### src/rtl/assert_macros.svh
// Assertion macros for the RTL files that check their own behavior.
// Depends on nothing; include it by its bare file name.
`ifndef ASSERT_MACROS_SVH
`define ASSERT_MACROS_SVH

// The consequent must hold in the same cycle as the antecedent.
`define ASSERT_SAME(label, clk, rst_n, ante, cons) \
    label: assert property (@(posedge clk) disable iff (!rst_n) (ante) |-> (cons)) \
        else $error("assertion failed: same-cycle implication");

// The consequent must hold in the cycle after the antecedent.
`define ASSERT_NEXT(label, clk, rst_n, ante, cons) \
    label: assert property (@(posedge clk) disable iff (!rst_n) (ante) |=> (cons)) \
        else $error("assertion failed: next-cycle implication");

`endif

### src/rtl/trm_pkg.sv
// Shared types and constants of the transfer rate meter.
// Depends on nothing; used by every module of the block.
package trm_pkg;

    // One second in microseconds, consumed four bits per cycle by the scaler.
    localparam int USEC_W = 20;
    localparam logic [USEC_W-1:0] USEC_PER_SEC = 20'd1000000;
    localparam int DIGIT_W = 4;
    localparam int USEC_DIGITS = USEC_W / DIGIT_W;
    localparam int DIGIT_IDX_W = $clog2(USEC_DIGITS);

    localparam int RATE_W = 60;
    localparam int SUM_W = 40;
    localparam logic [RATE_W-1:0] RATE_MAX = '1;

    typedef enum logic [1:0] {
        OP_READ  = 2'd0,
        OP_WRITE = 2'd1,
        OP_FLUSH = 2'd2,
        OP_INIT  = 2'd3
    } trm_op_t;

    // Order in which the rates are recomputed after a read or write.
    typedef enum logic [1:0] {
        JOB_INSTANT = 2'd0,
        JOB_AVERAGE = 2'd1,
        JOB_READ    = 2'd2,
        JOB_WRITE   = 2'd3
    } trm_job_t;

    typedef struct packed {
        logic busy;
        logic done;
    } trm_unit_stat_t;

endpackage

### src/rtl/trm_scale.sv
// Digit-serial multiplier by one million, one hex digit of the constant per cycle.
// Depends on trm_pkg.
module trm_scale
    import trm_pkg::*;
#(
    parameter int CNT_W = 40
) (
    input  logic                      clk,
    input  logic                      rst_n,
    input  logic                      start,
    input  logic [CNT_W-1:0]          count,
    output logic [CNT_W+USEC_W-1:0]   product,
    output trm_unit_stat_t            stat
);

    localparam int MUL_W = CNT_W + USEC_W;

    logic [CNT_W-1:0]         count_reg;
    logic [MUL_W-1:0]         acc_reg;
    logic [MUL_W-1:0]         acc_next;
    logic [DIGIT_IDX_W-1:0]   idx_reg;
    logic                     busy_reg;
    logic                     done_reg;
    logic [DIGIT_W-1:0]       digit;
    logic [CNT_W+DIGIT_W-1:0] partial;

    assign digit    = USEC_PER_SEC[idx_reg*DIGIT_W +: DIGIT_W];
    assign partial  = count_reg * digit;
    assign acc_next = {acc_reg[MUL_W-DIGIT_W-1:0], {DIGIT_W{1'b0}}} + MUL_W'(partial);

    always_ff @(posedge clk or negedge rst_n)
    begin
        if (!rst_n)
        begin
            busy_reg <= 1'b0;
            done_reg <= 1'b0;
            idx_reg  <= '0;
        end
        else if (start)
        begin
            busy_reg <= 1'b1;
            done_reg <= 1'b0;
            idx_reg  <= DIGIT_IDX_W'(USEC_DIGITS - 1);
        end
        else if (busy_reg)
        begin
            if (idx_reg == '0)
            begin
                busy_reg <= 1'b0;
                done_reg <= 1'b1;
            end
            else
            begin
                idx_reg <= idx_reg - 1'b1;
            end
        end
        else
        begin
            done_reg <= 1'b0;
        end
    end

    always_ff @(posedge clk)
    begin
        if (start)
        begin
            count_reg <= count;
            acc_reg   <= '0;
        end
        else if (busy_reg)
        begin
            acc_reg <= acc_next;
        end
    end

    assign product   = acc_reg;
    assign stat.busy = busy_reg;
    assign stat.done = done_reg;

endmodule

### src/rtl/trm_div.sv
// Bit-serial restoring divider, one quotient bit per cycle.
// Depends on trm_pkg.
module trm_div
    import trm_pkg::*;
#(
    parameter int DVD_W = 60,
    parameter int DVS_W = 48
) (
    input  logic              clk,
    input  logic              rst_n,
    input  logic              start,
    input  logic [DVD_W-1:0]  dividend,
    input  logic [DVS_W-1:0]  divisor,
    output logic [DVD_W-1:0]  quotient,
    output trm_unit_stat_t    stat
);

    localparam int CNT_BITS = $clog2(DVD_W + 1);

    // The dividend shifts out at the top while quotient bits shift in at the bottom.
    logic [DVD_W-1:0]    dq_reg;
    logic [DVS_W:0]      rem_reg;
    logic [DVS_W-1:0]    divisor_reg;
    logic [CNT_BITS-1:0] cnt_reg;
    logic                busy_reg;
    logic                done_reg;
    logic [DVS_W:0]      rem_shift;
    logic                take;

    assign rem_shift = {rem_reg[DVS_W-1:0], dq_reg[DVD_W-1]};
    assign take      = rem_shift >= {1'b0, divisor_reg};

    always_ff @(posedge clk or negedge rst_n)
    begin
        if (!rst_n)
        begin
            busy_reg <= 1'b0;
            done_reg <= 1'b0;
            cnt_reg  <= '0;
        end
        else if (start)
        begin
            busy_reg <= 1'b1;
            done_reg <= 1'b0;
            cnt_reg  <= CNT_BITS'(DVD_W);
        end
        else if (busy_reg)
        begin
            cnt_reg <= cnt_reg - 1'b1;
            if (cnt_reg == CNT_BITS'(1))
            begin
                busy_reg <= 1'b0;
                done_reg <= 1'b1;
            end
        end
        else
        begin
            done_reg <= 1'b0;
        end
    end

    always_ff @(posedge clk)
    begin
        if (start)
        begin
            dq_reg      <= dividend;
            rem_reg     <= '0;
            divisor_reg <= divisor;
        end
        else if (busy_reg)
        begin
            dq_reg  <= {dq_reg[DVD_W-2:0], take};
            rem_reg <= take ? (rem_shift - {1'b0, divisor_reg}) : rem_shift;
        end
    end

    assign quotient  = dq_reg;
    assign stat.busy = busy_reg;
    assign stat.done = done_reg;

endmodule

### src/rtl/transfer_rate_meter.sv
// Transfer rate meter top level; depends on trm_pkg, trm_scale, trm_div and
// assert_macros.svh. Each request carries an op, a byte count and a microsecond
// timestamp; exactly one response follows, showing the totals and the four rates
// after that request. Flush and init go straight to the output state, which
// registers the response once the output is free. A read or write recomputes up
// to four rates, each as count * 1e6 / span on one shared unit: the hex-digit
// scaler (start, five digits, done), then the bit-serial divider, one quotient bit
// for each of the M = max(COUNT_WIDTH, BYTES_WIDTH) + 20 dividend bits, then the
// rate is picked; a rate whose span is zero or backward is skipped.
// A new request is taken while the previous response still waits at the output.
module transfer_rate_meter
    import trm_pkg::*;
#(
    parameter int COUNT_WIDTH = 40,
    parameter int TIME_WIDTH  = 48,
    parameter int BYTES_WIDTH = 16
) (
    input  logic                   clk,
    input  logic                   rst_n,
    input  logic                   in_valid,
    output logic                   in_ready,
    input  logic [1:0]             op,
    input  logic [BYTES_WIDTH-1:0] byte_count,
    input  logic [TIME_WIDTH-1:0]  now_us,
    output logic                   out_valid,
    input  logic                   out_ready,
    output logic [RATE_W-1:0]      instant_rate,
    output logic [RATE_W-1:0]      average_rate,
    output logic [RATE_W-1:0]      read_rate,
    output logic [RATE_W-1:0]      write_rate,
    output logic [SUM_W-1:0]       sum_bytes,
    output logic [SUM_W-1:0]       sum_read,
    output logic [SUM_W-1:0]       sum_written
);

`include "assert_macros.svh"

    localparam int CNT_IN_W = (COUNT_WIDTH > BYTES_WIDTH) ? COUNT_WIDTH : BYTES_WIDTH;
    localparam int MUL_W    = CNT_IN_W + USEC_W;
    localparam logic [COUNT_WIDTH-1:0] TOTAL_MAX = '1;

    typedef enum logic [2:0] {
        S_IDLE,
        S_JOB,
        S_SCALE,
        S_DIV,
        S_OUT
    } state_t;

    function automatic logic [COUNT_WIDTH-1:0] sat_add(
        input logic [COUNT_WIDTH-1:0] total,
        input logic [BYTES_WIDTH-1:0] n
    );
        logic [CNT_IN_W:0] sum;
        sum = (CNT_IN_W + 1)'(total) + (CNT_IN_W + 1)'(n);
        if (sum > (CNT_IN_W + 1)'(TOTAL_MAX))
            return TOTAL_MAX;
        return sum[COUNT_WIDTH-1:0];
    endfunction

    state_t                 state_reg;
    trm_job_t               job_reg;
    logic                   scale_start_reg;
    logic                   div_start_reg;
    logic [TIME_WIDTH-1:0]  last_time_reg;
    logic [TIME_WIDTH-1:0]  win_time_reg;
    logic [COUNT_WIDTH-1:0] bytes_total_reg;
    logic [COUNT_WIDTH-1:0] read_total_reg;
    logic [COUNT_WIDTH-1:0] write_total_reg;
    logic [RATE_W-1:0]      rate_reg [4];
    logic [BYTES_WIDTH-1:0] n_reg;
    logic                   inst_ok_reg;
    logic                   win_ok_reg;
    logic [TIME_WIDTH-1:0]  span_inst_reg;
    logic [TIME_WIDTH-1:0]  span_win_reg;

    logic                   out_valid_reg;
    logic [RATE_W-1:0]      out_instant_reg;
    logic [RATE_W-1:0]      out_average_reg;
    logic [RATE_W-1:0]      out_read_reg;
    logic [RATE_W-1:0]      out_write_reg;
    logic [SUM_W-1:0]       out_bytes_reg;
    logic [SUM_W-1:0]       out_read_sum_reg;
    logic [SUM_W-1:0]       out_write_sum_reg;

    logic [COUNT_WIDTH-1:0] read_sum;
    logic [COUNT_WIDTH-1:0] write_sum;
    logic [COUNT_WIDTH-1:0] bytes_sum;
    logic [CNT_IN_W-1:0]    job_count;
    logic [TIME_WIDTH-1:0]  job_span;
    logic                   job_en;
    logic [MUL_W-1:0]       product;
    logic [MUL_W-1:0]       quotient;
    logic [RATE_W-1:0]      rate_q;
    trm_unit_stat_t         scale_stat;
    trm_unit_stat_t         div_stat;
    logic                   totals_ordered;

    assign read_sum  = sat_add(read_total_reg, byte_count);
    assign write_sum = sat_add(write_total_reg, byte_count);
    assign bytes_sum = sat_add(bytes_total_reg, byte_count);

    always_comb
    begin
        job_count = CNT_IN_W'(n_reg);
        job_span  = span_win_reg;
        job_en    = win_ok_reg;
        case (job_reg)
            JOB_INSTANT:
            begin
                job_count = CNT_IN_W'(n_reg);
                job_span  = span_inst_reg;
                job_en    = inst_ok_reg;
            end
            JOB_AVERAGE: job_count = CNT_IN_W'(bytes_total_reg);
            JOB_READ:    job_count = CNT_IN_W'(read_total_reg);
            JOB_WRITE:   job_count = CNT_IN_W'(write_total_reg);
            default:     job_count = CNT_IN_W'(n_reg);
        endcase
    end

    trm_scale #(
        .CNT_W   (CNT_IN_W)
    ) u_scale (
        .clk     (clk),
        .rst_n   (rst_n),
        .start   (scale_start_reg),
        .count   (job_count),
        .product (product),
        .stat    (scale_stat)
    );

    trm_div #(
        .DVD_W    (MUL_W),
        .DVS_W    (TIME_WIDTH)
    ) u_div (
        .clk      (clk),
        .rst_n    (rst_n),
        .start    (div_start_reg),
        .dividend (product),
        .divisor  (job_span),
        .quotient (quotient),
        .stat     (div_stat)
    );

    generate
        if (MUL_W > RATE_W)
        begin : g_rate_sat
            assign rate_q = (|quotient[MUL_W-1:RATE_W]) ? RATE_MAX : quotient[RATE_W-1:0];
        end
        else
        begin : g_rate_ext
            assign rate_q = RATE_W'(quotient);
        end
    endgenerate

    always_ff @(posedge clk or negedge rst_n)
    begin
        if (!rst_n)
        begin
            state_reg         <= S_IDLE;
            job_reg           <= JOB_INSTANT;
            scale_start_reg   <= 1'b0;
            div_start_reg     <= 1'b0;
            last_time_reg     <= '0;
            win_time_reg      <= '0;
            bytes_total_reg   <= '0;
            read_total_reg    <= '0;
            write_total_reg   <= '0;
            for (int i = 0; i < 4; i++)
                rate_reg[i] <= '0;
            n_reg             <= '0;
            inst_ok_reg       <= 1'b0;
            win_ok_reg        <= 1'b0;
            span_inst_reg     <= '0;
            span_win_reg      <= '0;
            out_valid_reg     <= 1'b0;
            out_instant_reg   <= '0;
            out_average_reg   <= '0;
            out_read_reg      <= '0;
            out_write_reg     <= '0;
            out_bytes_reg     <= '0;
            out_read_sum_reg  <= '0;
            out_write_sum_reg <= '0;
        end
        else
        begin
            // A rate whose span is zero or backward keeps its old value.
            scale_start_reg <= (state_reg == S_JOB) && job_en;
            div_start_reg   <= (state_reg == S_SCALE) && scale_stat.done;
            if (out_valid_reg && out_ready && (state_reg != S_OUT))
                out_valid_reg <= 1'b0;

            unique case (state_reg)
                S_IDLE:
                begin
                    if (in_valid)
                    begin
                        unique case (trm_op_t'(op)) inside
                            OP_READ, OP_WRITE:
                            begin
                                if (trm_op_t'(op) == OP_READ)
                                    read_total_reg <= read_sum;
                                else
                                    write_total_reg <= write_sum;
                                bytes_total_reg <= bytes_sum;
                                last_time_reg   <= now_us;
                                n_reg           <= byte_count;
                                inst_ok_reg     <= now_us > last_time_reg;
                                win_ok_reg      <= now_us > win_time_reg;
                                span_inst_reg   <= now_us - last_time_reg;
                                span_win_reg    <= now_us - win_time_reg;
                                job_reg         <= JOB_INSTANT;
                                state_reg       <= S_JOB;
                            end
                            OP_FLUSH:
                            begin
                                bytes_total_reg <= '0;
                                read_total_reg  <= '0;
                                write_total_reg <= '0;
                                for (int i = 0; i < 4; i++)
                                    rate_reg[i] <= '0;
                                win_time_reg    <= now_us;
                                state_reg       <= S_OUT;
                            end
                            OP_INIT:
                            begin
                                bytes_total_reg <= '0;
                                read_total_reg  <= '0;
                                write_total_reg <= '0;
                                for (int i = 0; i < 4; i++)
                                    rate_reg[i] <= '0;
                                win_time_reg    <= now_us;
                                last_time_reg   <= now_us;
                                state_reg       <= S_OUT;
                            end
                        endcase
                    end
                end
                S_JOB:
                begin
                    if (job_en)
                    begin
                        state_reg <= S_SCALE;
                    end
                    else if (job_reg == JOB_WRITE)
                    begin
                        state_reg <= S_OUT;
                    end
                    else
                    begin
                        job_reg <= trm_job_t'(job_reg + 2'd1);
                    end
                end
                S_SCALE:
                begin
                    if (scale_stat.done)
                    begin
                        state_reg <= S_DIV;
                    end
                end
                S_DIV:
                begin
                    if (div_stat.done)
                    begin
                        rate_reg[job_reg] <= rate_q;
                        if (job_reg == JOB_WRITE)
                        begin
                            state_reg <= S_OUT;
                        end
                        else
                        begin
                            job_reg   <= trm_job_t'(job_reg + 2'd1);
                            state_reg <= S_JOB;
                        end
                    end
                end
                S_OUT:
                begin
                    if (!out_valid_reg || out_ready)
                    begin
                        out_valid_reg     <= 1'b1;
                        out_instant_reg   <= rate_reg[JOB_INSTANT];
                        out_average_reg   <= rate_reg[JOB_AVERAGE];
                        out_read_reg      <= rate_reg[JOB_READ];
                        out_write_reg     <= rate_reg[JOB_WRITE];
                        out_bytes_reg     <= SUM_W'(bytes_total_reg);
                        out_read_sum_reg  <= SUM_W'(read_total_reg);
                        out_write_sum_reg <= SUM_W'(write_total_reg);
                        state_reg         <= S_IDLE;
                    end
                end
                default:
                begin
                    state_reg <= S_IDLE;
                end
            endcase
        end
    end

    assign in_ready     = (state_reg == S_IDLE);
    assign out_valid    = out_valid_reg;
    assign instant_rate = out_instant_reg;
    assign average_rate = out_average_reg;
    assign read_rate    = out_read_reg;
    assign write_rate   = out_write_reg;
    assign sum_bytes    = out_bytes_reg;
    assign sum_read     = out_read_sum_reg;
    assign sum_written  = out_write_sum_reg;

    assign totals_ordered = (bytes_total_reg >= read_total_reg) &&
                            (bytes_total_reg >= write_total_reg);

    `ASSERT_SAME(a_idle_units_quiet, clk, rst_n, in_ready, !scale_stat.busy && !div_stat.busy)
    `ASSERT_SAME(a_div_done_in_div, clk, rst_n, div_stat.done, state_reg == S_DIV)
    `ASSERT_SAME(a_total_covers_parts, clk, rst_n, 1'b1, totals_ordered)
    `ASSERT_NEXT(a_accept_leaves_idle, clk, rst_n, in_valid && in_ready, !in_ready)

endmodule
### config.mk
export PLATFORM = sky130hd
export DESIGN_NAME = transfer_rate_meter
export DESIGN_NICKNAME = d
export VERILOG_FILES = /design/src/rtl/trm_pkg.sv /design/src/rtl/trm_scale.sv /design/src/rtl/trm_div.sv /design/src/rtl/transfer_rate_meter.sv
export VERILOG_INCLUDE_DIRS = /design/src /design/src/rtl
export SDC_FILE = /design/constraint.sdc
export NUM_CORES = 2
export LEC_CHECK = 0
export BUFFER_PORTS_ARGS = -buffer_cell sky130_fd_sc_hd__buf_2
export CAP_MARGIN = 10
export CORE_UTILIZATION = 60
export DETAILED_ROUTE_END_ITERATION = 7
export HOLD_SLACK_MARGIN = 0.03
export PLACE_DENSITY = 0.79
export SKIP_CTS_REPAIR_TIMING = 1
export SYNTH_ARGS = -nofsm -noshare
export SYNTH_HDL_FRONTEND = slang
export SYNTH_HIERARCHICAL = 1
export SYNTH_SLANG_ARGS = --single-unit
export TNS_END_PERCENT = 10
### constraint.sdc
create_clock -name clk -period 6.85 [get_ports clk]
set_input_delay 0.685 -clock clk [delete_from_list [all_inputs] [get_ports clk]]
set_output_delay 0.685 -clock clk [all_outputs]
set_load 0.05 [all_outputs]
==> results by group <==
GRT
  • First-pass GRT wire length: 284000 µm
  • Total track usage: 0.325
  • Vias in the first global route: 48900
  • Grt ovf: 0
  • Initial antenna violation count: 14
  • Pin count of the biggest net entering global routing: 173

Clocking
  • H-tree levels: 3
  • CTS root buf: clkbuf_16
  • Clock transition at path regs: 0.06 ns
  • Worst skew pair latency: 0.73 ns
  • CTS sink count: 1207
  • Num CTS Buffers: 119
  • CTS tree: built
  • Longest Clk Path Bufs: 3

STA
  • Max-Slew Margin vs Limit: 0.166
  • FMAX: 0.163 GHz
  • Final setup violating endpoints: 0
  • Minimum clock period: 6.13 ns
  • Hold violation count in the final report: 0
  • RSZ-0062 raised after global routing: no
  • Worst Max-Slew Pin Slew: 1.24 ns
  • Layout Skew: 0.0210 ns
  • Period Utilization, post-route: 0.895
  • Setup TNS: 0 ns
  • Final max-slew violation count: 0

Status
  • Run status: complete, but fails checks
  • Failing checks: DRC

Final layout
  • Share of cells above drive strength 1: 0.185
  • Area Growth Syn to Fin: 11.2%
  • Final nets: 7032
  • Number of flip-flops in the largest register: 240

Pwr
  • Sequential share of power: 0.290
  • Leakage: 35.3 nW
  • Peak supply drop: 0.329 mV
  • Internal: 19.7 mW
  • Pwr dens: 485 mW/mm²
  • Final Power: 35.3 mW
  • Switching power: 15.6 mW
  • Combinational fraction of design power: 0.514
  • Switching Share: 0.441
  • Clock power share: 0.195

Worst setup path
  • Critical Path End Type: register
  • CP startpoint kind: register
  • Crit path kind: reg -> reg
  • Required time worst endpoint: 7.47 ns
  • Worst Path Max Fanout: 22
  • Critical path data arrival time: 6.75 ns

Yosys
  • Synthesized instance count: 6330
  • Synth Cell Area: 0.0653 mm²
  • Synth Warn #: 6
  • Mean Syn Cell Area: 10.3 µm²
  • Syn_nets: 6774

Die
  • DIE AREA: 0.110 mm²
  • DIE WIDTH: 332 µm
  • Area of the core: 0.108 mm²
  • Initial Util: 0.608
  • FP Rows: 120
  • I/O pin count: 432
  • Die Y-Extent: 332 µm

Detailed routing
  • Routed len/inst: 22.4 µm
  • Post-DRT Antenna Nets: 0
  • Routed vias: 50700
  • # DRC: 2
  • Total wire length: 182000 µm
  • DRT iter0 DRCs: 4532
  • Vias/cell: 6.26
  • First-pass DRT Iterations: 8

Flow run
  • Max Cap Viol: 0

Placement
  • Buffers added on ports: 431
  • HPWL Detailed: 130000 µm
  • Final Wtd Congestion: 0.949

Worst hold path
  • Hold Crit Class: in -> reg
[placed cells by master, fill, tap and decap left out, types with 20 or more instances in the layout]
cell         n
and3_1      78
mux2_2     450
a31oi_1     68
nor3_1      77
o31ai_1     31
clkinv_2    23
o21ai_1     77
mux2i_1     81
edfxtp_1   148
inv_1      432
buf_4       51
clkbuf_1    26
fa_1        83
a211oi_1    70
buf_2      430
dfrtp_1    947
and2_1      28
xor2_1     117
o21ai_0    390
a31o_2      20
clkbuf_8    27
ha_1       290
dfxtp_1    108
nand2_1    595
nand4_1     62
a22o_1     252
a21oi_1    317
nand3_1     98
nand2b_1    41
nor2b_1     77
xnor2_1    103
a21o_1     127
o21a_1      33
o211ai_1    34
nor2_1     297
or3_1       31
clkbuf_16  124
o21bai_1    30
a222oi_1    40
[area by class of cell]
cell class	instances	area (µm²)
flip-flops and latches	1207	30400
repair buffers	490	2700
multi-input cells	4337	32000
clock inverters	49	599
clock buffers	177	3570
fillers	8237	34800
diodes	3	7.51
inverters	433	1630
well taps	1403	1760
[metrics by stage]
stage / cells / setup slack (ns) / cell area, µm² / utilization / hold WS (ns)
5_1_grt: 8099 / 0.286 / 72700 / 0.676 / 0.209
4_1_cts: 8094 / 0.843 / 72600 / 0.676 / -0.00863
6_report: 8099 / 0.722 / 72700 / 0.676 / 0.211
3_3_place_gp: 7868 / 1.06 / 68500 / 0.637 / 0.451
2_1_floorplan: 6330 / 1.25 / 65300 / - / 0.389
3_5_place_dp: 7868 / 0.869 / 68500 / 0.637 / 0.456
[worst paths after layout]
path | start | to | slack [ns] | depth (start not counted)
worst max-delay path | u_scale/idx_reg[2]$_DFFE_PN0P_ | u_scale/product[51]$_SDFFE_PP0P_ | 0.72 | 18
worst min-delay path | now_us[25] | win_time_reg[25]$_DFFE_PN0P_ | 0.21 | 3
worst max register to register | u_scale/idx_reg[2]$_DFFE_PN0P_ | u_scale/product[51]$_SDFFE_PP0P_ | 0.72 | 18
worst min register to register | sum_read[16]$_DFFE_PN0P_ | sum_read[16]$_DFFE_PN0P_ | 0.48 | 2
max in group asynchronous | rst_n | sum_bytes[30]$_DFFE_PN0P_ | 4.57 | 4
min in group asynchronous | rst_n | write_rate[9]$_DFFE_PN0P_ | 0.58 | 2
[power by group through the flow]
| stage | Combinational (mW) | Clock [mW] | Sequential [mW] |
|---|---|---|---|
| CTS | 17.9 | 7.00 | 10.2 |
| floorplan | 13.3 | 0 | 10.2 |
| detailed placement | 17.8 | 0 | 10.3 |
| finish | 18.1 | 6.89 | 10.2 |
| global placement | 17.5 | 0 | 10.3 |
| global route | 20.0 | 7.26 | 10.4 |
[critical path, cell delays in order, from the launching register on]
cell       delay [ns]
dfrtp_1          0.67
inv_1            0.20
a21oi_2          0.54
buf_4            0.36
nor2b_1          0.10
fa_1             0.55
inv_1            0.06
fa_1             0.48
fa_1             0.49
inv_1            0.04
ha_1             0.38
a21o_1           0.19
a21o_1           0.17
a21oi_1          0.28
o21ai_0          0.21
a2111oi_0        0.46
a21bo_1          0.34
o21ai_0          0.18
a311oi_1         0.31
[layer usage]
layer | routed length [µm] | track usage | up-vias | share of wire
met4 | 5420 | 0.0943 | 16 | 0.030
met1 | 80800 | 0.478 | 25000 | 0.44
met3 | 15100 | 0.0598 | 306 | 0.083
met2 | 80200 | 0.493 | 2100 | 0.44
li1 | - | - | 23300 | -
met5 | 101 | 0 | - | 0.00056
(Power assumes the default switching activity.)
